--- src/design/pfsd_pkg.sv ---
// Shared constants, codes and types of the pilot frame sync detector.
package pfsd_pkg;

  localparam int MAX_SYMBOLS_DEF = 32;
  localparam int SAMPLE_BITS_DEF = 16;

  localparam int FACTOR_W   = 16;
  localparam int FRAC_BITS  = 14;
  localparam int ROUND_BIAS = 1 << (FRAC_BITS - 1);

  localparam int SUM_W = 40;
  localparam logic [SUM_W-1:0] SUM_MAX = '1;

  localparam int FRAME_W  = 6;
  localparam int SYM_W    = 5;
  localparam int STATUS_W = 2;

  localparam int QUEUE_DEPTH = 8;
  localparam int QLEVEL_W    = $clog2(QUEUE_DEPTH + 1);

  localparam int ADDR_W = 3;
  localparam int DATA_W = 32;

  localparam logic KIND_PAIR  = 1'b0;
  localparam logic KIND_START = 1'b1;

  localparam logic [STATUS_W-1:0] STATUS_NONE      = 2'd0;
  localparam logic [STATUS_W-1:0] STATUS_CONFIRMED = 2'd1;
  localparam logic [STATUS_W-1:0] STATUS_MISMATCH  = 2'd2;
  localparam logic [STATUS_W-1:0] STATUS_CORRECTED = 2'd3;

  // Register index as decoded from paddr[2].
  localparam logic REG_SYNC_INPUT = 1'b0;
  localparam logic REG_FRAME_LEN  = 1'b1;

  localparam logic [FRAME_W-1:0] FRAME_LEN_RST = 6'd15;

  typedef struct packed {
    logic             kind;
    logic             last_pair;
    logic [SUM_W-1:0] term;
  } q_entry_t;

  typedef struct packed {
    logic               sync_input;
    logic [FRAME_W-1:0] frame_len;
    logic               clear_count;
  } cfg_t;

endpackage

--- src/design/pfsd_front.sv ---
// Front end: accepts beats and computes the saturated squared pilot error of each pair.
module pfsd_front #(
  parameter int SAMPLE_BITS = pfsd_pkg::SAMPLE_BITS_DEF
) (
  input  logic                                  clk,
  input  logic                                  rst,
  input  logic                                  in_valid,
  output logic                                  in_stall,
  input  logic                                  kind,
  input  logic signed [SAMPLE_BITS-1:0]         first_re,
  input  logic signed [SAMPLE_BITS-1:0]         first_im,
  input  logic signed [SAMPLE_BITS-1:0]         second_re,
  input  logic signed [SAMPLE_BITS-1:0]         second_im,
  input  logic signed [pfsd_pkg::FACTOR_W-1:0]  factor_re,
  input  logic signed [pfsd_pkg::FACTOR_W-1:0]  factor_im,
  input  logic                                  last_pair,
  input  logic [pfsd_pkg::QLEVEL_W-1:0]         q_level,
  output logic                                  push,
  output pfsd_pkg::q_entry_t                    push_entry
);

  localparam int S   = SAMPLE_BITS;
  localparam int PRW = S + pfsd_pkg::FACTOR_W;
  localparam int CBW = PRW + 1;
  localparam int RW  = CBW - pfsd_pkg::FRAC_BITS;
  localparam int EW  = RW + 1;
  localparam int MW  = RW;
  localparam int SQW = 2 * MW;
  localparam int TW  = SQW + 1;
  localparam int XW  = (TW > pfsd_pkg::SUM_W) ? TW : pfsd_pkg::SUM_W + 1;
  localparam int UW  = pfsd_pkg::QLEVEL_W + 1;

  // Stage 0: input registers.
  logic                v0, k0, l0;
  logic signed [S-1:0] a_re0, a_im0, b_re0, b_im0;
  logic signed [pfsd_pkg::FACTOR_W-1:0] f_re0, f_im0;

  // Stage 1: partial products.
  logic                  v1, k1, l1;
  logic signed [PRW-1:0] p_rr1, p_ii1, p_ri1, p_ir1;
  logic signed [S-1:0]   b_re1, b_im1;

  // Stage 2: error magnitudes.
  logic          v2, k2, l2;
  logic [MW-1:0] mag_re2, mag_im2;

  // Stage 3: squares.
  logic           v3, k3, l3;
  logic [SQW-1:0] sq_re3, sq_im3;

  logic [UW-1:0]  used;
  logic           accept;

  logic signed [CBW-1:0] comb_re, comb_im, rnd_re, rnd_im;
  logic signed [EW-1:0]  err_re, err_im;
  logic [MW-1:0]         mag_re, mag_im;
  logic [XW-1:0]         term_x;

  // Credit check: every beat in flight has a queue slot reserved, so the pipe never stops.
  assign used = UW'(q_level) + UW'(v0) + UW'(v1) + UW'(v2) + UW'(v3);
  assign in_stall = (used >= UW'(pfsd_pkg::QUEUE_DEPTH));
  assign accept = in_valid && !in_stall;

  always_comb begin
    comb_re = CBW'(p_rr1) - CBW'(p_ii1);
    comb_im = CBW'(p_ri1) + CBW'(p_ir1);
    rnd_re  = (comb_re + CBW'(pfsd_pkg::ROUND_BIAS)) >>> pfsd_pkg::FRAC_BITS;
    rnd_im  = (comb_im + CBW'(pfsd_pkg::ROUND_BIAS)) >>> pfsd_pkg::FRAC_BITS;
    err_re  = EW'(rnd_re) - EW'(b_re1);
    err_im  = EW'(rnd_im) - EW'(b_im1);
    mag_re  = err_re[EW-1] ? MW'(-err_re) : MW'(err_re);
    mag_im  = err_im[EW-1] ? MW'(-err_im) : MW'(err_im);
  end

  always_ff @(posedge clk) begin
    if (rst) begin
      v0 <= 1'b0;
      v1 <= 1'b0;
      v2 <= 1'b0;
      v3 <= 1'b0;
    end else begin
      v0 <= accept;
      v1 <= v0;
      v2 <= v1;
      v3 <= v2;
    end
  end

  always_ff @(posedge clk) begin
    if (accept) begin
      k0    <= kind;
      l0    <= last_pair;
      a_re0 <= first_re;
      a_im0 <= first_im;
      b_re0 <= second_re;
      b_im0 <= second_im;
      f_re0 <= factor_re;
      f_im0 <= factor_im;
    end
    k1    <= k0;
    l1    <= l0;
    p_rr1 <= a_re0 * f_re0;
    p_ii1 <= a_im0 * f_im0;
    p_ri1 <= a_re0 * f_im0;
    p_ir1 <= a_im0 * f_re0;
    b_re1 <= b_re0;
    b_im1 <= b_im0;
    k2      <= k1;
    l2      <= l1;
    mag_re2 <= mag_re;
    mag_im2 <= mag_im;
    k3     <= k2;
    l3     <= l2;
    sq_re3 <= mag_re2 * mag_re2;
    sq_im3 <= mag_im2 * mag_im2;
  end

  assign term_x = XW'(sq_re3) + XW'(sq_im3);

  assign push                 = v3;
  assign push_entry.kind      = k3;
  assign push_entry.last_pair = l3;
  assign push_entry.term      = (|term_x[XW-1:pfsd_pkg::SUM_W]) ? pfsd_pkg::SUM_MAX
                                                               : term_x[pfsd_pkg::SUM_W-1:0];

endmodule

--- config.mk ---
export PLATFORM = sky130hd
export DESIGN_NAME = pfsd_front
export DESIGN_NICKNAME = d
export VERILOG_FILES = /design/src/design/pfsd_pkg.sv /design/src/design/pfsd_front.sv
export SDC_FILE = /design/constraint.sdc
export NUM_CORES = 2
export LEC_CHECK = 0
export BUFFER_PORTS_ARGS = -buffer_cell sky130_fd_sc_hd__buf_2
export CAP_MARGIN = 40
export CORE_UTILIZATION = 40
export CTS_BUF_LIST = sky130_fd_sc_hd__clkbuf_2
export CTS_CLUSTER_DIAMETER = 30
export DETAILED_ROUTE_END_ITERATION = 10
export PLACE_DENSITY = 0.53
export SLEW_MARGIN = 20
export SYNTH_ARGS = -nofsm -noshare
export SYNTH_HDL_FRONTEND = slang
export SYNTH_SLANG_ARGS = --single-unit
--- constraint.sdc ---
create_clock -name clk -period 12.9 [get_ports clk]
set_input_delay 2.58 -clock clk [delete_from_list [all_inputs] [get_ports clk]]
set_output_delay 2.58 -clock clk [all_outputs]
set_load 0.05 [all_outputs]
* Word level (Yosys, flattened, before mapping)
Index checks and enable logic that the tools add are counted.
** Cells by class
- Shift operators :: 0
- Bitwise gates (word level) :: 0
- Magnitude comparators :: 1
- Equality and inequality tests :: 0
- Divide/modulo/power cells :: 0
- Multiplexer cells :: 3
- Multipliers :: 6
- Reductions and logical operators :: 2
- Add/subtract/negate cells :: 13
** Operators with widths (count)
- $mul A16 B16 Y32 :: 4
- $mul A19 B19 Y38 :: 2
- $add A33 B15 Y33 const B :: 2
- $mux W40 :: 1
- $sub A19 B16 Y20 :: 2
- $add A38 B38 Y39 :: 1
- $mux W19 :: 2
- $neg A19 Y19 :: 2
- $add A32 B32 Y33 :: 1
- $sub A32 B32 Y33 :: 1
- $add A5 B1 Y5 :: 3
- $add A4 B1 Y5 :: 1
- $ge A5 B4 Y1 const B :: 1
- $logic_and A1 B1 Y1 :: 1
- $logic_not A1 Y1 :: 1
** Storage, ports and cells
- Latch bits :: 0
- Word-level logic and storage cells :: 53
- Output and inout port bits :: 44
- Memories kept :: 0
- Bits in read-only memories :: 0
- Input port bits :: 105
- RAM bits :: 0
- Register bits after elaboration :: 382

* Depth between registers and ports, before layout
- Word-level depth :: 7
- Mapped depth :: 29
- Depth with buffers taken out :: 27

* Worst setup path after synthesis
No wires, ideal clock.
- Kind :: input-to-output
- Start point :: input port q_level[0] in the netlist's numbering
- End point :: output port in_stall
- Buffers on the path :: 0
- Path slack :: 6.155 ns
- Required time :: 10.320 ns
- Stages :: 7
- Data arrival time :: 4.165 ns
- Path through :: fa_1 > fa_1 > inv_1 > fa_1 > nand2_1 > mux2i_1 > inv_1
** Between the ends
- Cells in the longest elaborated chain, start to end :: 5
** RTL lines
- from (decl) :: RTL line pfsd_front.sv:17 : input logic [pfsd_pkg::QLEVEL_W-1:0] q_level,
- $add A4 B1 Y5 :: RTL line pfsd_front.sv:60 : assign used = UW'(q_level) + UW'(v0) + UW'(v1) + UW'(v2) + UW'(v3);
- $add A5 B1 Y5 (3 in a row) :: RTL line pfsd_front.sv:60
- $ge A5 B4 Y1 :: RTL line pfsd_front.sv:61 : assign in_stall = (used >= UW'(pfsd_pkg::QUEUE_DEPTH));
- to (decl) :: RTL line pfsd_front.sv:8 : output logic in_stall,
Every way passes these cells.

==> results.json <==
{
  "die_area_mm2": 0.189,
  "grt_pass1_vias": 56500,
  "cpMaxStageDelayCell": "o311ai_0",
  "first_pass_iters": 6,
  "min_period_ns": 7.88,
  "cts-htree-levels": 4,
  "status": "finished, final reports clean",
  "vias": 52000,
  "regToRegStartpoint": "f_im0[1]",
  "start_util_pct": 40.3,
  "clk_latency_ns": 1.59,
  "hold_path_class": "reg2reg",
  "netlist_area_mm2": 0.0749,
  "fmax_ghz": 0.127,
  "grt_pass1_wl_mm": 303,
  "routed_wl_mm": 184,
  "synth_top_flop_cell": "dfxtp_1",
  "cp.required_ns": 10.32,
  "worstRegToRegCells": 25,
  "synth_edf_count": 98,
  "fin_ws_ns": 5.02,
  "hp-start": "b_re0[7]",
  "cp_max_fo": 4,
  "post-place-cells": 10400,
  "chipWidth_um": 435,
  "ant_nets": 0,
  "start_kind": "flop",
  "ctsHoldBuffers": 0,
  "cts_tree": "yes",
  "crit_chain": "ha_1 -> a21o_1 -> a21o_1 -> a21oi_1 -> o21ai_0 -> o2bb2ai_1 -> o311ai_0 -> nand2_1 -> o21a_1 -> o21a_1 -> nor2_1 -> xnor2_1 -> buf_2",
  "cp-end-kind": "output port",
  "rows": 158,
  "cts_buffer_depth": 3,
  "hold_path_end": "b_re1[7]",
  "numCtsBuffers": 130,
  "drc": 0,
  "critPathMaxStageDelay_ns": 0.73,
  "clk_pin_slew_ns": 0.10,
  "synth_nets": 10400,
  "preCtsSetupSlack_ns": 5.15,
  "stdcell_count": 10700,
  "overflow": 0,
  "tightest_slew_ns": 1.13,
  "synth-async-reset-ratio_pct": 0,
  "final_nets": 10500,
  "synth_warnings": 0,
  "min_period_over_period_pct": 61.1,
  "slew_violations": 0,
  "rrSetupSlack_ns": 5.20,
  "cts.repair.resized": 0,
  "vias_per_cell": 4.86,
  "post_cts_buffers": 0,
  "syn_avg_cell_area_um2": 9.39,
  "relSlewSlack_pct": 24.7,
  "fill_cells": 18300,
  "drt-wirelength-per-cell_um": 17.3,
  "clock-skew-final_ns": 0.142,
  "drive_above_1_share_pct": 6.16,
  "root_buffer": "clkbuf_2",
  "syn2layout_area_growth_pct": 6.83,
  "tns_ns": 0,
  "clock-sinks": 380,
  "finalHoldViolCount": 0,
  "synth_cells": 7971,
  "synth_area_leader_cell": "fa_1",
  "ys_seq_area_share_pct": 11.5,
  "ios": 149,
  "chipHeight_um": 435,
  "synth-seq-cells": 380,
  "numPortBuffers": 147,
  "drv_cap": 0,
  "dp_hpwl_mm": 147,
  "netlist.area_leader.share_pct": 41.5,
  "arrival_ns": 5.30,
  "core-area_mm2": 0.186,
  "rsz0062_at_grt": "false",
  "dr.first_iter.drc_count": 2255,
  "mostFrequentLayoutCell": "inv_1",
  "grt_max_degree": 54,
  "layout_common_cells": "inv_1 (2011), fa_1 (1551), nand2_1 (830)",
  "ys_top_cells_by_area": "fa_1 (41%), ha_1 (13%), inv_1 (10%)",
  "antenna_found_initial": 10,
  "setup_viol": 0,
  "worstSetupPathType": "reg2out",
  "grt_use_total_pct": 20.5,
  "place.gp.congestion": 0.850,
  "crit-reg2reg-capture": "p_ii1[31]",
  "whs_path_depth": 0,
  "ys_types": 76
}
[layout make-up]
cell class	instances	area [µm²]	area share (%)
Sequential cell	380	8590	10.7
Clock inverter	72	523	0.654
Multi-Input combinational cell	5311	57700	72.2
Inverter	2011	7550	9.44
Tap cell	2480	3100	3.88
Clock buffer	166	831	1.04
Timing Repair Buffer	257	1650	2.07
Antenna cell	9	22.5	0.0282
[sequential cells by signal (all words and copies together), names as in the netlist, 19 cells and up]
register and cells:
p_ir1 32, p_ri1 32, p_ii1 32, sq_re3 37, sq_im3 37, mag_re2 19, p_rr1 32, mag_im2 19
[worst max-delay path: cells and delay by family, from the launching register on]
kind | cells | cell delay, ns
AND/OR/NAND/NOR | 2 | 0.33
XOR/XNOR | 1 | 0.25
adder cells (fa/ha/maj) | 1 | 0.36
AO/OA/AOI/OAI | 8 | 2.11
flip-flops | 1 | 0.35
buffers and inverters | 1 | 0.35
[metal layers]
metal / part of all wire (%) / GRT usage (%)
met3: 3.7 / 2.54
met4: 2.5 / 5.50
met5: 0.028 / 0
met2: 50 / 35.8
met1: 44 / 26.8
[how the worst max path moves through the flow]
stage / start / slack [ns] / end
after floorplan: q_level[0] / 6.15 / in_stall
after global placement: f_im0[1] / 5.16 / p_ii1[31]
after detailed placement: f_im0[1] / 5.15 / p_ii1[31]
after CTS: sq_re3[3] / 4.88 / push_entry[33]
after global routing: f_im0[1] / 4.70 / p_ii1[31]
final: sq_re3[11] / 5.02 / push_entry[33]
[kinds of logic (layout without fill, tap and decap cells)]
group	after synthesis	after routing	synth area share, %
simple gates	1945	1945	12.6
xor+xnor	354	354	4.14
buf+inv	2280	2506	11.4
flops	380	380	11.5
other cells	1	10	0.00501
mux	11	11	0.154
compound gates	676	676	5.77
fa+ha+maj	2324	2324	54.4
[stage by stage]
stage / hold slack (ns) / instance area [µm²] / utilization [%]
2_1_floorplan: 0.310 / 74900 / -
3_3_place_gp: 0.310 / 78400 / 42.2
3_5_place_dp: 0.312 / 78600 / 42.3
4_1_cts: 0.297 / 79900 / 43.1
5_1_grt: 0.310 / 80000 / 43.1
6_report: 0.302 / 80000 / 43.1
[Yosys cell counts, drive strengths merged, types with 98 or more instances]
library cell and instances:
xor2 99, clkbuf 266, o21ai 130, and2 555
dfxtp 282, inv 2011, nor2 233, a21oi 223
fa 1551, xnor2 255, nand2 831, a21o 107
ha 773, edfxtp 98
Power is not shown: default switching activity piles up to over one toggle a cycle in this logic, so the estimate is an artifact.
