<file path="config.mk">
export PLATFORM = sky130hd
export DESIGN_NAME = pfsd_queue
export DESIGN_NICKNAME = d
export VERILOG_FILES = /design/src/design/pfsd_pkg.sv /design/src/design/pfsd_queue.sv
export SDC_FILE = /design/constraint.sdc
export NUM_CORES = 1
export LEC_CHECK = 0
export BUFFER_PORTS_ARGS = -buffer_cell sky130_fd_sc_hd__buf_2
export CAP_MARGIN = 10
export CORE_UTILIZATION = 60
export DETAILED_ROUTE_END_ITERATION = 8
export PLACE_DENSITY = 0.79
export SETUP_SLACK_MARGIN = 0.15
export SYNTH_ARGS = -nofsm -noshare
export SYNTH_HDL_FRONTEND = slang
export SYNTH_SLANG_ARGS = --single-unit
</file>
<file path="constraint.sdc">
create_clock -name clk -period 5.8 [get_ports clk]
set_input_delay 1.16 -clock clk [delete_from_list [all_inputs] [get_ports clk]]
set_output_delay 1.16 -clock clk [all_outputs]
set_load 0.02 [all_outputs]
</file>
<file path="src/design/pfsd_pkg.sv">
// Shared constants, codes and types of the pilot frame sync detector.
package pfsd_pkg;

  localparam int MAX_SYMBOLS_DEF = 32;
  localparam int SAMPLE_BITS_DEF = 16;

  localparam int FACTOR_W   = 16;
  localparam int FRAC_BITS  = 14;
  localparam int ROUND_BIAS = 1 << (FRAC_BITS - 1);

  localparam int SUM_W = 40;
  localparam logic [SUM_W-1:0] SUM_MAX = '1;

  localparam int FRAME_W  = 6;
  localparam int SYM_W    = 5;
  localparam int STATUS_W = 2;

  localparam int QUEUE_DEPTH = 8;
  localparam int QLEVEL_W    = $clog2(QUEUE_DEPTH + 1);

  localparam int ADDR_W = 3;
  localparam int DATA_W = 32;

  localparam logic KIND_PAIR  = 1'b0;
  localparam logic KIND_START = 1'b1;

  localparam logic [STATUS_W-1:0] STATUS_NONE      = 2'd0;
  localparam logic [STATUS_W-1:0] STATUS_CONFIRMED = 2'd1;
  localparam logic [STATUS_W-1:0] STATUS_MISMATCH  = 2'd2;
  localparam logic [STATUS_W-1:0] STATUS_CORRECTED = 2'd3;

  // Register index as decoded from paddr[2].
  localparam logic REG_SYNC_INPUT = 1'b0;
  localparam logic REG_FRAME_LEN  = 1'b1;

  localparam logic [FRAME_W-1:0] FRAME_LEN_RST = 6'd15;

  typedef struct packed {
    logic             kind;
    logic             last_pair;
    logic [SUM_W-1:0] term;
  } q_entry_t;

  typedef struct packed {
    logic               sync_input;
    logic [FRAME_W-1:0] frame_len;
    logic               clear_count;
  } cfg_t;

endpackage

</file>
<file path="src/design/pfsd_queue.sv">
// Short flop-based queue between the front end and the back end.
module pfsd_queue (
  input  logic                          clk,
  input  logic                          rst,
  input  logic                          push,
  input  pfsd_pkg::q_entry_t            push_entry,
  input  logic                          pop,
  output pfsd_pkg::q_entry_t            head,
  output logic                          empty,
  output logic [pfsd_pkg::QLEVEL_W-1:0] level
);

  localparam int PW = $clog2(pfsd_pkg::QUEUE_DEPTH);

  pfsd_pkg::q_entry_t slots [pfsd_pkg::QUEUE_DEPTH];
  logic [PW-1:0]      wr_ptr, rd_ptr;

  assign head  = slots[rd_ptr];
  assign empty = (level == '0);

  always_ff @(posedge clk) begin
    if (push) begin
      slots[wr_ptr] <= push_entry;
    end
  end

  always_ff @(posedge clk) begin
    if (rst) begin
      wr_ptr <= '0;
      rd_ptr <= '0;
      level  <= '0;
    end else begin
      if (push) begin
        wr_ptr <= (wr_ptr == PW'(pfsd_pkg::QUEUE_DEPTH - 1)) ? '0 : wr_ptr + 1'b1;
      end
      if (pop) begin
        rd_ptr <= (rd_ptr == PW'(pfsd_pkg::QUEUE_DEPTH - 1)) ? '0 : rd_ptr + 1'b1;
      end
      if (push && !pop) begin
        level <= level + 1'b1;
      end else if (pop && !push) begin
        level <= level - 1'b1;
      end
    end
  end

endmodule

</file>
After elaboration in Yosys (flattened, before gate mapping)
Memory sizes are Yosys's and may differ from the RTL's. A register that Yosys moved wholly into a read port is not among the register bits.
Cells that the tools add are included.
{ "totals": {"output_inout_bits": 47, "ram_bits": 336, "ff_bits": 10, "mem_count": 1, "wordCells": 24, "inputBits": 46} }
{ "memory_table": {"columns": ["name", "words", "word_bits", "rd", "rd_ports_with_merged_regs", "wr", "line", "rtl"], "rows": [
  ["slots", 8, 42, 1, 1, 1, "pfsd_queue.sv:15", "pfsd_pkg::q_entry_t slots [pfsd_pkg::QUEUE_DEPTH];"]
]} }
{ "classes": {"mux": 8, "n_reduce_logical": 6, "add_sub_neg": 4, "eq_ne": 2} }
{ "ops": {"columns": ["op", "n"], "rows": [
  ["3-bit two-way mux", 4],
  ["4-bit two-way mux", 2],
  ["3-bit by 1-bit adder with 3-bit output, second input constant", 2],
  ["3-bit == test, second input constant", 2],
  ["4-bit by 1-bit adder with 4-bit output, second input constant", 1],
  ["4-bit zero test", 1],
  ["4-bit by 1-bit subtractor with 4-bit output, second input constant", 1],
  ["1-bit logical AND", 2],
  ["1-bit zero test", 2],
  ["1-bit two-way mux", 2],
  ["2-bit nonzero test", 1]
]} }

Logic depth before layout (Yosys ltp)
Gate-level depths: netlist of the first run.
{ "depth": {"depth_word": 4, "ltp_mapped": 8, "depth_no_buf": 8} }

Worst setup path after synthesis of the first run
Ideal clock, no wire load.
{ "synth_path": {"path_type": "input-to-reg", "start": "in push", "end": "mem slots[0][0] (netlist bit) (enable)", "setup_slack_ps": 1160, "n_path_buf": 0, "stages": 2, "setup_ps": 494, "required_ps": 5306, "arrival_time_ps": 4146, "cell_sequence": "nand2b_1 -> nor3_1"} }
{ "synth_between": {"elab_chain_cells": 2} }
{ "synth_lines": {"columns": ["item", "line", "rtl"], "rows": [
  ["start, declared", "pfsd_queue.sv:5", "input logic push,"],
  ["1-bit two-way mux", "pfsd_queue.sv:22", "if (push) begin"],
  ["1-bit two-way mux (not written as such)", "pfsd_queue.sv:23", "slots[wr_ptr] <= push_entry;"],
  ["end, declared", "pfsd_queue.sv:15", null]
]} }
No other way between the ends.

==> Implementation_results.wiki, run 1 <==
{| class="wikitable"
! Metric !! Value
|-
| GRT overflow || 0
|-
| Post-synthesis instance area || 13240 um^2
|-
| Maximum Capacitance Violations || 0
|-
| Met1 GRT Util || 30.83%
|-
| Cells traversed along the worst timing path || buf_12, mux4_2, mux2_2, buf_2
|-
| Final layout net count || 729
|-
| Number of DRC violations after detailed routing || 0
|-
| Critical setup path kind || reg -> out
|-
| Clock transition at the register clock pins on the worst setup and hold paths after CTS || 0.06 ns
|-
| Synth Register Bits || 349
|-
| RSZ-0062 raised after global routing || no
|-
| Resized cells post-CTS || 0
|-
| Layout cells sized above 1 || 41.34%
|-
| Fin Clk Skew || 0.01923 ns
|-
| CTS hold repair buffers || 0
|-
| DRT Wirelength || 25.43 mm
|-
| Average footprint of a synthesized cell || 23.68 um^2
|-
| TritonCTS clock tree || done
|-
| Num ports || 93
|-
| Worst vdd rail ir drop || 0.0001973 V
|-
| Largest net degree at the start of global routing || 85
|-
| Post-route ant nets || 0
|-
| Fin crit share || 71.02%
|-
| Power Density || 357.3 nW/um^2
|-
| Floorplan die height || 150.5 um
|-
| Global-route wire length before repair || 37.62 mm
|-
| Critical path's largest stage delay || 0.96 ns
|-
| Final Critical Period || 4.119 ns
|-
| Clock latency on the worst-skew pair || 0.51 ns
|-
| Post-placement cell count || 913
|-
| Met2 usage || 39.49%
|-
| Most common cell after layout, fill and taps aside || edfxtp_1
|-
| Critical Path RT || 4.64 ns
|-
| Pwr Total || 5.418 mW
|-
| CP max FO || 44
|-
| Peak Freq || 0.2428 GHz
|-
| Mapped Cells || 559
|-
| Iter 0 DRT Violations || 460
|-
| Final core area utilization || 71.00%
|-
| Number of warning messages in the yosys log || 0
|-
| Worst hold-check path type || reg -> reg
|-
| Count of unique library cells instantiated by Yosys || 24
|-
| Drt via density || 6.199
|-
| Most heavily used metal layer in global routing || met2
|-
| Estimated wirelength of the detail-placed design || 13.62 mm
|-
| CTS sink cnt || 349
|-
| Cell with the biggest individual delay on the critical path || dfxtp_4
|-
| Sum of negative setup slack || 0 ns
|-
| Core region area || 21350 um^2
|-
| Antenna violations before repair || 4
|-
| Non-filler cells, final || 977
|-
| Starting Density || 61.99%
|-
| Die outline area || 22660 um^2
|-
| Number of hold violations in the final report || 0
|-
| Post-synth net total || 613
|-
| Placer's final routability congestion estimate || 0.7038
|-
| Final number of max-transition violations || 0
|-
| Clock root buffer master || clkbuf_16
|-
| Run status || complete, no violations
|-
| H-Tree Depth || 2
|-
| Sequential fraction of the synthesis area || 78.19%
|-
| Tightest slew margin relative to the limit || 15.24%
|-
| Via count of the first global-routing pass || 6465
|-
| Maximum buffer depth of the clock tree || 3
|-
| Layout overhead on the synthesized area || 14.53%
|-
| Total of buffers placed on input and output ports || 92
|-
| TritonCTS Buffers || 35
|-
| Count of final setup violators || 0
|-
| Worst Tran Pin Value || 1.271 ns
|-
| Worst setup EP type || output port
|-
| Routed length per instance || 26.03 um
|-
| Post-CTS setup repair buffer count || 0
|-
| 1st-pass router iterations || 4
|-
| Std cell rows || 53
|-
| Crit path launch type || register
|-
| Met3 usage in global routing || 5.727%
|-
| Die width || 150.5 um
|-
| CP Data Arrival Time || 2.96 ns
|-
| Most frequent cells in the layout || edfxtp_1, buf_2, mux4_2, mux2_2, clkbuf_16
|-
| Total of fill cells in the finished design || 1232
|-
| Overall track demand over capacity in global routing || 23.50%
|-
| Leakage power total || 4.927 nW
|-
| Number of vias after detailed routing || 6056
|}
==> flip-flops by register name, indices dropped and copies added (netlist names), named ones only <==
signal,count
slots,336
level,4
rd_ptr,3
wr_ptr,3
==> critical path: cells and delay by family, from the launching register on <==
| family | cells | cell delay, ns |
|---|---|---|
| DFF | 1 | 0.96 |
| buffers and inverters | 2 | 0.56 |
| muxes | 2 | 0.89 |
==> kinds of logic (layout without fill, tap and decap cells) <==
group	Yosys count	after routing	synth area share [%]
buf+inv	28	168	1.267
fa+ha+maj	8	8	0.8128
simple gates	34	34	1.096
xor+xnor	2	2	0.1323
other cells	0	3	0
compound gates	8	8	0.3309
mux	130	130	18.18
flops	349	349	78.19
==> area by class of cell <==
type,count,area (um^2),area share (%)
tap,275,344.1,2.270
multi-input combinational,182,2775,18.30
antenna,3,7.507,0.04952
inverter,3,11.26,0.07428
timing repair buffer,104,563.0,3.714
sequential,349,10360,68.33
clock inverter,16,166.4,1.098
clock buffer,45,934.6,6.165
==> final timing paths <==
path | startpoint | slack [ns] | cells past startpoint | end
worst min-delay path | rd_ptr[1]$_SDFFE_PP0P_ | 0.53 | 2 | register
worst min register to register | rd_ptr[1]$_SDFFE_PP0P_ | 0.53 | 2 | register
worst max register to register | wr_ptr[2]$_SDFFE_PP0P_ | 3.48 | 3 | slots[5][23]$_DFFE_PP_
worst max-delay path | register | 1.68 | 4 | head[31]
==> per-stage QoR <==
stage	hold slack, ns	setup slack, ns	instance area (um^2)
floorplan	0.4857	1.160	13240
global placement	0.5027	2.217	14050
detailed placement	0.5197	2.170	14050
CTS	0.5302	1.595	15150
global route	0.5650	1.460	15160
finish	0.5292	1.681	15160
==> synth_stat cells <==
cell type    n  area (um^2)
nor3_1       3        15.01
inv_1        3        11.26
fa_1         1        20.02
a31oi_1      1        6.260
buf_2        8        40.04
buf_1        1        3.750
a21oi_1      6        30.03
nor2_1      21        78.83
xor2_1       1        8.760
xnor2_1      1        8.760
nand2b_1     3        18.77
mux4_2      84         1892
nor4_1       1        6.260
a211oi_1     1        7.510
nor2b_1      1        6.260
mux2i_1      3        30.03
nand3_1      1        5.000
edfxtp_1   336        10090
buf_6        7        78.83
mux2_2      43        484.2
dfxtp_1     13        260.3
ha_1         7        87.58
nand2_1      4        15.01
clkbuf_1     9        33.78
==> per-layer routing <==
metal,up-vias,routed length [um]
li1,2586,-
met1,3174,10060
met2,246,13000
met3,46,1878
met4,4,472
met5,-,22
==> report_power, final <==
group	internal, mW	total (mW)	switching, mW
combinational	0.178	0.382	0.204
clock	1.28	2.17	0.890
sequential	2.82	2.87	0.0497
(Power assumes the default switching activity.)
==> inputs of run 2 (changes only) <==
Clock period 5.8 ns to 4.1 ns, I/O delays scaled along.
==> run 2 against run 1 <==
  * Final cell count grew 0.31%
  * Sequential power grew 41%
  * Global-route usage shrank 0.84 points
  * Sequential cell count is the same
  * Final area grew 0.24%
  * Non-clock buffer count grew 4
  * Worst setup slack lost 1.0 ns
  * Utilization grew 0.17 points
  * Via count grew 0.12%
  * Critical path type unchanged
  * Critical endpoint is now head[26]
  * Highest routed layer unchanged
==> Implementation_results.wiki, run 2 (synthesis gave the netlist of run 1 again) <==
{| class="wikitable"
! Metric !! Value
|-
| Switching pwr || 1.602 mW
|-
| Final Critical Period || 3.432 ns
|-
| Sum of negative setup slack || 0 ns
|-
| Layout overhead on the synthesized area || 14.80%
|-
| Total of fill cells in the finished design || 1222
|-
| Fin Clk Skew || 0.005577 ns
|-
| CP max FO || 36
|-
| Drt via density || 6.187
|-
| Num ports || 93
|-
| Worst hold-check path type || reg -> reg
|-
| TritonCTS Buffers || 36
|-
| Iter 0 DRT Violations || 527
|-
| Crit-path leading delay family || multiplexers
|-
| Count of final setup violators || 0
|-
| Post-route ant nets || 0
|-
| Share of total power in the clock network || 39.2%
|-
| Post-CTS setup repair buffer count || 0
|-
| Estimated wirelength of the detail-placed design || 13.34 mm
|-
| Clock transition at the register clock pins on the worst setup and hold paths after CTS || 0.06 ns
|-
| Std cell rows || 53
|-
| Crit path launch type || register
|-
| Fin crit share || 83.72%
|-
| Number of hold violations in the final report || 0
|-
| Final layout net count || 734
|-
| CTS sink cnt || 349
|-
| Combinational share of power || 7.5%
|-
| Overall track demand over capacity in global routing || 22.65%
|-
| Critical Path RT || 3.28 ns
|-
| GRT overflow || 0
|-
| Number of vias after detailed routing || 6063
|-
| Power share of the sequential group || 53.3%
|-
| Die outline area || 22660 um^2
|-
| Internal power || 5.977 mW
|-
| RSZ-0062 raised after global routing || no
|-
| Die width || 150.5 um
|-
| Most common cell after layout, fill and taps aside || edfxtp_1
|-
| Starting Density || 61.99%
|-
| Core region area || 21350 um^2
|-
| Cells traversed along the worst timing path || buf_12, mux4_2, mux2_2, buf_2
|-
| Routed length per instance || 24.89 um
|-
| Maximum Capacitance Violations || 0
|-
| Placer's final routability congestion estimate || 0.7028
|-
| Layout cells sized above 1 || 41.48%
|-
| Worst setup EP type || output port
|-
| TritonCTS clock tree || done
|-
| Most frequent cells in the layout || edfxtp_1, buf_2, mux4_2, mux2_2, clkbuf_16
|-
| Antenna violations before repair || 2
|-
| Worst Tran Pin Value || 0.7483 ns
|-
| Largest net degree at the start of global routing || 47
|-
| H-Tree Depth || 2
|-
| Sw Ratio || 21.14%
|-
| Maximum buffer depth of the clock tree || 3
|-
| Resized cells post-CTS || 0
|-
| Clock root buffer master || clkbuf_16
|-
| Tightest slew margin relative to the limit || 50.00%
|-
| Non-filler cells, final || 980
|-
| Max reg flops || 336
|-
| Total of buffers placed on input and output ports || 92
|-
| Floorplan die height || 150.5 um
|-
| Critical path's largest stage delay || 0.67 ns
|-
| Global-route wire length before repair || 36.59 mm
|-
| CTS hold repair buffers || 0
|-
| Critical setup path kind || reg -> out
|-
| Via count of the first global-routing pass || 6390
|-
| CP Data Arrival Time || 2.61 ns
|-
| Clock latency on the worst-skew pair || 0.51 ns
|-
| Buffering stage count on the worst path with inverters included || 2
|-
| Number of DRC violations after detailed routing || 0
|-
| Cell with the biggest individual delay on the critical path || dfxtp_4
|-
| DRT Wirelength || 24.40 mm
|-
| Power Density || 498.7 nW/um^2
|-
| Pwr Total || 7.579 mW
|-
| Largest regs || slots x336, level x4
|-
| Register name with the most flops || slots
|-
| Run status || complete, no violations
|-
| Peak Freq || 0.2913 GHz
|-
| Final number of max-transition violations || 0
|-
| Post-placement cell count || 917
|-
| 1st-pass router iterations || 5
|-
| Leakage power total || 4.937 nW
|-
| Worst vdd rail ir drop || 0.0004036 V
|}
run 2: changes by cell type in the layout (fill, tap and decap cells not counted), sizes merged:
cell / previous run / this run
buf: 104 / 108
bufinv: 3 / 1
diode: 3 / 1
clkbuf: 45 / 46
clkinv: 11 / 12
inv: 4 / 5
run 2: metrics by stage:
stage                     hold slack [ns]  setup WS (ns)  utilization (%)  area, um^2
after detailed placement           0.5508          1.163            66.13       14120
final                              0.5627         0.6676            71.17       15200
after floorplan                    0.4857         0.9410                -       13250
after CTS                          0.5603         0.6162            71.16       15190
after global routing               0.5759         0.5492            71.16       15190
after global placement             0.5091          1.208            66.13       14120
run 2: path summary, 6_finish.rpt:
check	from	endpoint	slack, ns	cells after the start
max	register	head[26]	0.67	4
max reg2reg	wr_ptr[2]$_SDFFE_PP0P_	slots[4][32]$_DFFE_PP_	2.02	3
min	rd_ptr[1]$_SDFFE_PP0P_	register	0.56	2
min reg2reg	rd_ptr[1]$_SDFFE_PP0P_	register	0.56	2
run 2: power groups by stage:
stage	sequential, mW	clock, mW	combinational [mW]
detailed placement	4.12	0	0.570
floorplan	4.10	0	0.384
global route	4.05	3.14	0.610
CTS	4.04	3.01	0.576
finish	4.04	2.97	0.566
global placement	4.11	0	0.550
run 2: cell type report:
cell class	instances	area, um^2	share of cell area [%]
diodes	1	2.502	0.01647
inverters	3	11.26	0.07410
multi-input cells	182	2788	18.34
flip-flops and latches	349	10360	68.16
repair buffers	108	618.1	4.067
well taps	275	344.1	2.264
clock inverters	16	105.1	0.6916
clock buffers	46	969.7	6.381
run 2: per-layer routing:
metal	global-route usage, %	vias to the layer above	part of all wire (%)
li1	-	2596	-
met1	30.31	3178	41
met3	4.424	48	6.5
met5	0	-	0.037
met4	7.222	2	2.0
met2	37.93	239	51
run 2: worst reg2reg max path: cells and delay by family, from the launching register on:
| kind | cells | cell delay [ns] |
|---|---|---|
| flops | 1 | 0.53 |
| buf+inv | 1 | 0.39 |
| simple gates | 2 | 0.85 |
