## src/design/pfsd_pkg.sv

```systemverilog
// Shared constants, codes and types of the pilot frame sync detector.
package pfsd_pkg;

  localparam int MAX_SYMBOLS_DEF = 32;
  localparam int SAMPLE_BITS_DEF = 16;

  localparam int FACTOR_W   = 16;
  localparam int FRAC_BITS  = 14;
  localparam int ROUND_BIAS = 1 << (FRAC_BITS - 1);

  localparam int SUM_W = 40;
  localparam logic [SUM_W-1:0] SUM_MAX = '1;

  localparam int FRAME_W  = 6;
  localparam int SYM_W    = 5;
  localparam int STATUS_W = 2;

  localparam int QUEUE_DEPTH = 8;
  localparam int QLEVEL_W    = $clog2(QUEUE_DEPTH + 1);

  localparam int ADDR_W = 3;
  localparam int DATA_W = 32;

  localparam logic KIND_PAIR  = 1'b0;
  localparam logic KIND_START = 1'b1;

  localparam logic [STATUS_W-1:0] STATUS_NONE      = 2'd0;
  localparam logic [STATUS_W-1:0] STATUS_CONFIRMED = 2'd1;
  localparam logic [STATUS_W-1:0] STATUS_MISMATCH  = 2'd2;
  localparam logic [STATUS_W-1:0] STATUS_CORRECTED = 2'd3;

  // Register index as decoded from paddr[2].
  localparam logic REG_SYNC_INPUT = 1'b0;
  localparam logic REG_FRAME_LEN  = 1'b1;

  localparam logic [FRAME_W-1:0] FRAME_LEN_RST = 6'd15;

  typedef struct packed {
    logic             kind;
    logic             last_pair;
    logic [SUM_W-1:0] term;
  } q_entry_t;

  typedef struct packed {
    logic               sync_input;
    logic [FRAME_W-1:0] frame_len;
    logic               clear_count;
  } cfg_t;

endpackage

```

## src/design/pfsd_ram.sv

```systemverilog
// Generic single-write, single-read RAM with registered read data.
module pfsd_ram #(
  parameter int WIDTH = 40,
  parameter int DEPTH = 32
) (
  input  logic                     clk,
  input  logic                     we,
  input  logic [$clog2(DEPTH)-1:0] waddr,
  input  logic [WIDTH-1:0]         wdata,
  input  logic [$clog2(DEPTH)-1:0] raddr,
  output logic [WIDTH-1:0]         rdata
);

  logic [WIDTH-1:0] mem [DEPTH];

  always_ff @(posedge clk) begin
    if (we) begin
      mem[waddr] <= wdata;
    end
    rdata <= mem[raddr];
  end

endmodule

```

## src/design/pfsd_back.sv

```systemverilog
// Back end: accumulates pair errors, keeps the frame history and decides the symbol number.
module pfsd_back #(
  parameter int MAX_SYMBOLS = pfsd_pkg::MAX_SYMBOLS_DEF
) (
  input  logic                          clk,
  input  logic                          rst,
  input  pfsd_pkg::cfg_t                cfg,
  input  logic                          q_empty,
  input  pfsd_pkg::q_entry_t            q_head,
  output logic                          q_pop,
  output logic                          out_valid,
  input  logic                          out_stall,
  output logic [pfsd_pkg::SYM_W-1:0]    symbol_number,
  output logic [pfsd_pkg::STATUS_W-1:0] sync_status
);

  localparam int CW  = $clog2(MAX_SYMBOLS);
  localparam int NW  = $clog2(MAX_SYMBOLS + 1);
  localparam int FW1 = pfsd_pkg::FRAME_W + 1;
  localparam int SW  = pfsd_pkg::SUM_W;

  localparam logic [2:0] S_IDLE   = 3'd0;
  localparam logic [2:0] S_SCAN   = 3'd1;
  localparam logic [2:0] S_WAIT   = 3'd2;
  localparam logic [2:0] S_DECIDE = 3'd3;
  localparam logic [2:0] S_EMIT   = 3'd4;

  logic [2:0]             state;
  logic [SW-1:0]          sum;
  logic [CW-1:0]          cnt;
  logic                   bad_sync;
  logic                   acquiring;
  logic [CW-1:0]          wp;
  logic [MAX_SYMBOLS-1:0] hist_valid;
  logic [CW-1:0]          rd_addr, rd_pos;
  logic                   cmp_en, vld_q;
  logic [CW-1:0]          cmp_pos;
  logic [SW-1:0]          min_val;
  logic [CW-1:0]          min_idx;
  logic [pfsd_pkg::STATUS_W-1:0] status;

  logic [NW-1:0]  n_len, mid, target, cnt_inc;
  logic [CW-1:0]  cnt_wrap, wp_inc, rd_addr_inc, scan_start;
  logic [NW:0]    start_sum;
  logic [SW:0]    sum_wide;
  logic [SW-1:0]  sum_sat, ram_q, hist_val;
  logic           detect, hist_we;

  always_comb begin
    if (cfg.frame_len < pfsd_pkg::FRAME_W'(2)) begin
      n_len = NW'(2);
    end else if ({1'b0, cfg.frame_len} > FW1'(MAX_SYMBOLS)) begin
      n_len = NW'(MAX_SYMBOLS);
    end else begin
      n_len = NW'(cfg.frame_len);
    end
  end

  assign mid    = n_len >> 1;
  assign target = n_len - mid - 1'b1;

  assign cnt_inc  = NW'(cnt) + 1'b1;
  assign cnt_wrap = (cnt_inc >= n_len) ? '0 : CW'(cnt_inc);

  assign sum_wide = {1'b0, sum} + {1'b0, q_head.term};
  assign sum_sat  = sum_wide[SW] ? pfsd_pkg::SUM_MAX : sum_wide[SW-1:0];

  assign wp_inc      = (wp == CW'(MAX_SYMBOLS - 1)) ? '0 : wp + 1'b1;
  assign rd_addr_inc = (rd_addr == CW'(MAX_SYMBOLS - 1)) ? '0 : rd_addr + 1'b1;

  // The window starts n-1 entries behind the newest one, modulo the ring size.
  assign start_sum  = (NW+1)'(wp_inc) + (NW+1)'(MAX_SYMBOLS) - (NW+1)'(n_len) + 1'b1;
  assign scan_start = (start_sum >= (NW+1)'(MAX_SYMBOLS))
                      ? CW'(start_sum - (NW+1)'(MAX_SYMBOLS)) : CW'(start_sum);

  assign detect  = !cfg.sync_input && acquiring;
  assign q_pop   = (state == S_IDLE) && !q_empty;
  assign hist_we = q_pop && (q_head.kind == pfsd_pkg::KIND_PAIR) && q_head.last_pair && detect;

  // Entries never written read as saturated, so they never win the search.
  assign hist_val = vld_q ? ram_q : pfsd_pkg::SUM_MAX;

  pfsd_ram #(
    .WIDTH(SW),
    .DEPTH(MAX_SYMBOLS)
  ) u_hist (
    .clk  (clk),
    .we   (hist_we),
    .waddr(wp_inc),
    .wdata(sum_sat),
    .raddr(rd_addr),
    .rdata(ram_q)
  );

  always_ff @(posedge clk) begin
    if (rst) begin
      state      <= S_IDLE;
      sum        <= '0;
      cnt        <= '0;
      bad_sync   <= 1'b1;
      acquiring  <= 1'b0;
      wp         <= '0;
      hist_valid <= '0;
      cmp_en     <= 1'b0;
      out_valid  <= 1'b0;
    end else begin
      cmp_en  <= (state == S_SCAN);
      cmp_pos <= rd_pos;
      vld_q   <= hist_valid[rd_addr];

      if (out_valid && !out_stall) begin
        out_valid <= 1'b0;
      end

      if (cmp_en && (hist_val < min_val)) begin
        min_val <= hist_val;
        min_idx <= cmp_pos;
      end

      unique case (state)
        S_IDLE: begin
          if (q_pop) begin
            if (q_head.kind == pfsd_pkg::KIND_START) begin
              cnt       <= '0;
              acquiring <= 1'b1;
            end else begin
              sum <= sum_sat;
              if (q_head.last_pair) begin
                if (detect) begin
                  wp                 <= wp_inc;
                  hist_valid[wp_inc] <= 1'b1;
                  rd_addr            <= scan_start;
                  rd_pos             <= '0;
                  min_val            <= pfsd_pkg::SUM_MAX;
                  min_idx            <= '0;
                  state              <= S_SCAN;
                end else begin
                  status <= pfsd_pkg::STATUS_NONE;
                  state  <= S_EMIT;
                end
              end
            end
          end
        end
        S_SCAN: begin
          rd_addr <= rd_addr_inc;
          rd_pos  <= rd_pos + 1'b1;
          if (rd_pos == CW'(n_len - 1'b1)) begin
            state <= S_WAIT;
          end
        end
        S_WAIT: begin
          state <= S_DECIDE;
        end
        S_DECIDE: begin
          if (NW'(min_idx) == mid) begin
            if (NW'(cnt) == target) begin
              bad_sync <= 1'b0;
              status   <= pfsd_pkg::STATUS_CONFIRMED;
            end else if (bad_sync) begin
              cnt      <= CW'(target);
              bad_sync <= 1'b0;
              status   <= pfsd_pkg::STATUS_CORRECTED;
            end else begin
              bad_sync <= 1'b1;
              status   <= pfsd_pkg::STATUS_MISMATCH;
            end
          end else begin
            status <= pfsd_pkg::STATUS_NONE;
          end
          state <= S_EMIT;
        end
        S_EMIT: begin
          if (!out_valid || !out_stall) begin
            out_valid     <= 1'b1;
            symbol_number <= pfsd_pkg::SYM_W'(cnt);
            sync_status   <= status;
            cnt           <= cnt_wrap;
            sum           <= '0;
            state         <= S_IDLE;
          end
        end
        default: begin
          state <= S_IDLE;
        end
      endcase

      if (cfg.clear_count) begin
        cnt <= '0;
      end
    end
  end

endmodule

```

## config.mk

```make
export PLATFORM = sky130hd
export DESIGN_NAME = pfsd_back
export DESIGN_NICKNAME = d
export VERILOG_FILES = /design/src/design/pfsd_pkg.sv /design/src/design/pfsd_ram.sv /design/src/design/pfsd_back.sv
export SDC_FILE = /design/constraint.sdc
export NUM_CORES = 2
export LEC_CHECK = 0
export ABC_AREA = 1
export BUFFER_PORTS_ARGS = -buffer_cell sky130_fd_sc_hd__buf_4
export CELL_PAD_IN_SITES_DETAIL_PLACEMENT = 1
export CELL_PAD_IN_SITES_GLOBAL_PLACEMENT = 1
export CORE_MARGIN = 2
export CORE_UTILIZATION = 55
export CTS_BUF_LIST = sky130_fd_sc_hd__clkbuf_8
export CTS_CLUSTER_DIAMETER = 100
export DETAILED_ROUTE_END_ITERATION = 16
export PLACE_DENSITY_LB_ADDON = 0.1
export SETUP_SLACK_MARGIN = 0.1
export SLEW_MARGIN = 20
export SYNTH_ARGS = -nofsm -noshare
export SYNTH_HDL_FRONTEND = slang
export SYNTH_SLANG_ARGS = --single-unit
```

## constraint.sdc

```tcl
create_clock -name clk -period 8.9 [get_ports clk]
set_input_delay 2.67 -clock clk [delete_from_list [all_inputs] [get_ports clk]]
set_output_delay 2.67 -clock clk [all_outputs]
set_load 0.05 [all_outputs]
```

# After elaboration in Yosys (flattened, before gate mapping)
# Memories as Yosys holds them, arrays and structs flattened. A register that Yosys moved wholly into a read port is not among the register bits.
# Cells that the tools add are included.
classes:
  addsub: 12
  bitwise_logic: 3
  n_lt_le_gt_ge: 8
  n_eq_ne: 20
  n_mux: 67
  n_reduce_logical: 28
op_table:
  columns: ["op", "count"]
  rows:
  - ["$mux 40", 11]
  - ["$mux 5", 24]
  - ["$pmux 40 s2", 1]
  - ["$add 40x40->41", 1]
  - ["$lt 40x40->1", 1]
  - ["$or 32x32->32", 1]
  - ["$ne 2x2->1 const B", 10]
  - ["$pmux 5 s2", 2]
  - ["$mux 3", 6]
  - ["$add 5x1->5 const B", 3]
  - ["$pmux 3 s5", 1]
  - ["$pmux 5 s3", 1]
  - ["$lt 5x6->1 const B", 2]
  - ["$mux 2", 6]
  - ["$mux 6", 2]
  - ["$reduce_and 6->1", 2]
  - ["$eq 5x5->1", 2]
  - ["$eq 5x5->1 const B", 2]
  - ["$mux 1", 10]
  - ["$reduce_and 5->1", 2]
  - ["$sub 5x1->5 const B", 2]
  - ["$logic_and 1x1->1", 8]
  - ["$add 5x6->7 const B", 1]
  - ["$add 7x1->7 const B", 1]
  - ["other kinds (28)", 36]
totals:
  ram_bits: 1280
  n_memories: 1
  register_bits: 159
  inputBits: 54
  elab_cells: 157
memory_table:
  columns: ["name", "depth", "word_bits", "rd", "rd_ports_with_merged_regs", "wr", "line_no", "source"]
  rows:
  - ["u_hist.mem", 32, 40, 1, 1, 1, "pfsd_ram.sv:14", "logic [WIDTH-1:0] mem [DEPTH];"]

# Logic depth before layout (Yosys ltp)
logic_depth:
  depth_word: 12
  mapped_depth: 18
  ltp_nobuf: 18

# Modules after synthesis
# A second synthesis with hierarchy kept.
hier_totals:
  cells_unflattened: 6330
  area_unflattened_um2: 65357.7
by_module_without_submodules:
  columns: ["mod", "instances", "cells_per_inst", "area_each_um2"]
  rows:
  - ["pfsd_ram", 1, 4407, 52402.8]
  - ["pfsd_back", 1, 1923, 12954.9]

# Worst setup path after synthesis
# OpenSTA, ideal clock, no wires.
synth_timing:
  path_kind: "input to register"
  from: "input rst"
  to: "register rd_addr[0], enable pin"
  arrival_time_ns: 5.839
  t_required_ns: 8.466
  stages: 4
  setup_slack_ns: 2.627
  n_path_buf: 1
  cell_sequence: "clkbuf_1 > inv_1 > nand3b_1 > a2111oi_0"
synth_via:
  elab_chain_len: 2
synth_rtl:
  columns: ["item", "line_no", "source"]
  rows:
  - ["start, declared", "pfsd_back.sv:6", "input logic rst,"]
  - ["$not 1->1 (no line)", null, null]
  - ["$reduce_and 6->1 (no line)", null, null]
  - ["end signal, assigned", "pfsd_back.sv:132", "rd_addr <= scan_start;"]
  - ["end signal, assigned", "pfsd_back.sv:146", "rd_addr <= rd_addr_inc;"]
  - ["end, declared", "pfsd_back.sv:35", "logic [CW-1:0] rd_addr, rd_pos;"]
# No other way between the ends.
# A chain may end at the register's enable or synchronous reset.

# Worst setup path in the final report
layout_timing:
  from: "input q_empty"
  to: "output q_pop"
layout_via:
  elab_chain_len: 2
layout_rtl:
  columns: ["item", "line_no", "source"]
  rows:
  - ["start, declared", "pfsd_back.sv:8", "input logic q_empty,"]
  - ["$logic_not 1->1", "pfsd_back.sv:77", "assign q_pop = (state == S_IDLE) && !q_empty;"]
  - ["$logic_and 1x1->1", "pfsd_back.sv:77", null]
  - ["end, declared", "pfsd_back.sv:10", "output logic q_pop,"]
# No other way between the ends.

==> qor.txt <==
Synth Area in Compound Gates: 0.1184
Final GP Congestion: 0.9003
Pre-CTS WS: 2390 ps
Main combinational cell family by area after synthesis: simple AND/OR/NAND/NOR gates
Status: finished clean
Die ar.: 117100 µm²
R2r startpoint: wp[0]$_SDFFE_PP0P_
RSZ-0062 raised after global routing: no
Met2 Resource Use GR: 0.5772
CTS Root Cell: clkbuf_8
HP Class: reg -> reg
Cell Chain, Critical Path: buf_4, nor2_4, buf_4
CTS sink cnt: 1479
Fill cells: 11930
Post-cts sizing count: 0
Synthesized area: 62930 µm²
Area fraction of the dominant cell type after synthesis: 0.6442
Number of port buffers: 62
Most used cell, CP: buf_4
XOR/XNOR share of the synthesized area: 0.004871
Final Max Slew Viols: 0
Crit end category: output pin
Simple-Gate Fraction of Synth Area: 0.1284
Ys flop type: edfxtp_1
Vias per inst: 6.265
Setup CP Type: in -> out
Flops & latches, synth: 1479
# hold bufs at CTS: 0
Hold Crit Start: status[1]$_SDFFCE_PN0P_
DR vias: 46850
Register area share after synthesis: 0.6853
Fmax: 0.1724 GHz
Clock Tree Buf Depth: 3
Final HPWL DP: 128.1 mm
Placed cells: 7030
Synth top area cells: edfxtp_1 64%, nor2_1 6.2%, o21ai_0 6.1%, nand2_1 4.7%, dfxtp_1 4.1%
Initial antenna violation count: 17
Critical path launch point: q_empty
Gr ovfl total: 0
Nets@finish: 5916
Final-report setup violation count: 0
CTS tree: yes
Initial Utilization: 0.5526
Clock Skews: 49.24 ps
Die H: 342.3 µm
CP Data Arrival Time: 3130 ps
Critical Path RT: 6230 ps
Syn Area/Cell: 11.06 µm²
Adder-Cell Fraction of Synth Area: 0.02263
Slew @ Worst Pin: 1151 ps
Clock-pin slew on the worst setup and hold paths: 60 ps
Cells after Synth: 5689
CTS buffer count: 228
Final WS setup: 3100 ps
Total of max-cap violations: 0
Tot GR Track Use: 0.3659
DRT Pass-1 Iters: 5
Critical path startpoint category: primary input
Endpoints failing hold: 0
Static Leak: 25.11 nW
Global-route wire length before repair: 312.7 mm
Post-route DRC: 0
Ys async rst share: 0
Yosys cell types: 44
Critical-path top delay cell: buf_4
Area Overhead vs Synth: 10.34%
Largest net degree at the start of global routing: 190
Mux cell area share after synthesis: 0
Worst skew pair latency: 980 ps
Maximum VDD drop: 0.0001410 V
Share of cells above drive strength 1: 0.08673
Syn nets: 5855
Synth warn: 0
Met3 usage: 0.05498
Total wire length: 216.4 mm
Number of top-level pins: 63
Routed length per instance: 28.94 µm
Pwr Total: 15.03 mW
Gr busiest metal: met2
Final TNS setup: 0 ps
Met1 Use GR: 0.4888
Detailed router's first-iteration violation count: 5555
Final ANT Viol Nets: 0
Fin crit period: 5800 ps
Final Cycle Share: 0.6517
CORE AREA: 113900 µm²
Crit-path max FO: 3
Slowest Stage Delay on Critical Path: 210 ps
Setup bufs post-CTS: 0
H-tree depth: 4
Number of synthesized flops with an enable pin: 1350
DIE WIDTH: 342.3 µm
Worst hold slack: 434.2 ps
PwrDens: 216.4 nW/µm²
Number of global-route vias before repair: 47910
Slew margin rel.: 0.2305
Non-filler cells, final: 7478
Synth area leader: edfxtp_1
# rows: 124
-- cell usage after synthesis, types with 3 or more instances --
library cell and n:
o21ai_1 73, inv_2 4, buf_1 14, buf_2 71
nand4_1 16, nor3_1 15, clkbuf_1 229, o21bai_1 4
buf_6 4, o21a_1 3, a21o_1 3, nand3_2 7
inv_1 323, ha_1 109, edfxtp_1 1350, nand3b_1 10
o211ai_1 3, fa_1 3, nand2_1 791, o21ai_0 770
nand3_1 120, nor2_2 20, a21oi_1 123, o22ai_1 388
xor2_1 25, dfxtp_1 129, xnor2_1 10, nor2_1 1041
or2_2 10
-- worst max-delay path: cells and delay by family --
kind / cells / cell delay [ps]
buffers and inverters: 2 / 340
and+or+nand+nor: 1 / 120
-- power by group --
group	internal (mW)	switching, mW	total [mW]
logic	0.301	1.19	1.50
clock network	2.68	2.75	5.42
registers	8.05	0.0537	8.11
-- state kept, by name, indices dropped and copies added, names as in the netlist, 2 cells and up --
name,cells
status,2
cnt,5
rd_addr,5
sync_status,2
wp,5
state,3
cmp_pos,5
u_hist.rdata,40
hist_valid,32
u_hist.mem,1280
symbol_number,5
min_idx,5
min_val,40
sum,40
rd_pos,5
-- final cells by class --
cell class / instances / area (µm²) / share of cell area
Clock inverter: 161 / 780.7 / 0.01124
Antenna cell: 28 / 70.07 / 0.001009
Clock buffer: 257 / 3537 / 0.05094
Timing Repair Buffer: 150 / 1262 / 0.01818
Multi-Input combinational cell: 3564 / 17520 / 0.2523
Inverter: 327 / 1247 / 0.01797
Sequential cell: 1479 / 43120 / 0.6211
Tap cell: 1512 / 1892 / 0.02725
-- per-stage QoR --
| stage | area, µm² | util |
|---|---|---|
| after floorplan | 62930 | - |
| after global placement | 64980 | 0.5706 |
| after detailed placement | 65000 | 0.5708 |
| after CTS | 69320 | 0.6087 |
| after global routing | 69430 | 0.6097 |
| final | 69430 | 0.6097 |
-- metal layers --
metal	up-vias	share of wire
li1	20260	-
met1	23670	0.39
met2	2375	0.47
met3	544	0.081
met4	10	0.057
met5	-	0.00031
-- cells in the final DEF, fill, tap and decap left out, types with 4 or more instances in the layout --
| cell type | Yosys | routed |
|---|---|---|
| nor3_1 | 15 | 14 |
| edfxtp_1 | 1350 | 1350 |
| diode_2 | 0 | 28 |
| nand3_1 | 120 | 119 |
| inv_2 | 4 | 5 |
| nor2_1 | 1041 | 1025 |
| nand3b_1 | 10 | 10 |
| xor2_1 | 25 | 25 |
| nand3_2 | 7 | 8 |
| clkinv_1 | 0 | 31 |
| o22ai_1 | 388 | 388 |
| clkinv_2 | 0 | 15 |
| ha_1 | 109 | 109 |
| nand2_1 | 791 | 788 |
| buf_12 | 0 | 10 |
| a21oi_1 | 123 | 123 |
| inv_8 | 0 | 7 |
| nand2_2 | 1 | 4 |
| inv_1 | 323 | 418 |
| o21bai_1 | 4 | 4 |
| nand4_1 | 16 | 16 |
| o21ai_1 | 73 | 73 |
| buf_4 | 1 | 138 |
| xnor2_1 | 10 | 10 |
| clkinv_8 | 0 | 4 |
| nor2_4 | 2 | 36 |
| clkbuf_8 | 0 | 257 |
| or2_2 | 10 | 10 |
| o21ai_0 | 770 | 769 |
| dfxtp_1 | 129 | 129 |
-- path summary, 6_finish.rpt --
check | end | slack [ps] | depth (start not counted)
hold reg to reg | sync_status[1]$_DFFE_PP_ | 430 | 0
setup reg to reg | u_hist.mem[5][5]$_DFFE_PP_ | 4390 | 10
hold / removal | sync_status[1]$_DFFE_PP_ | 430 | 0
setup / recovery | q_pop | 3100 | 3
-- kinds of logic after synthesis --
logic type	count (synthesis)
simple gates	2039
fa+ha+maj	112
xor+xnor	35
buf+inv	646
flops	1479
compound gates	1378
No activity file was read; power rests on OpenSTA's default activity.
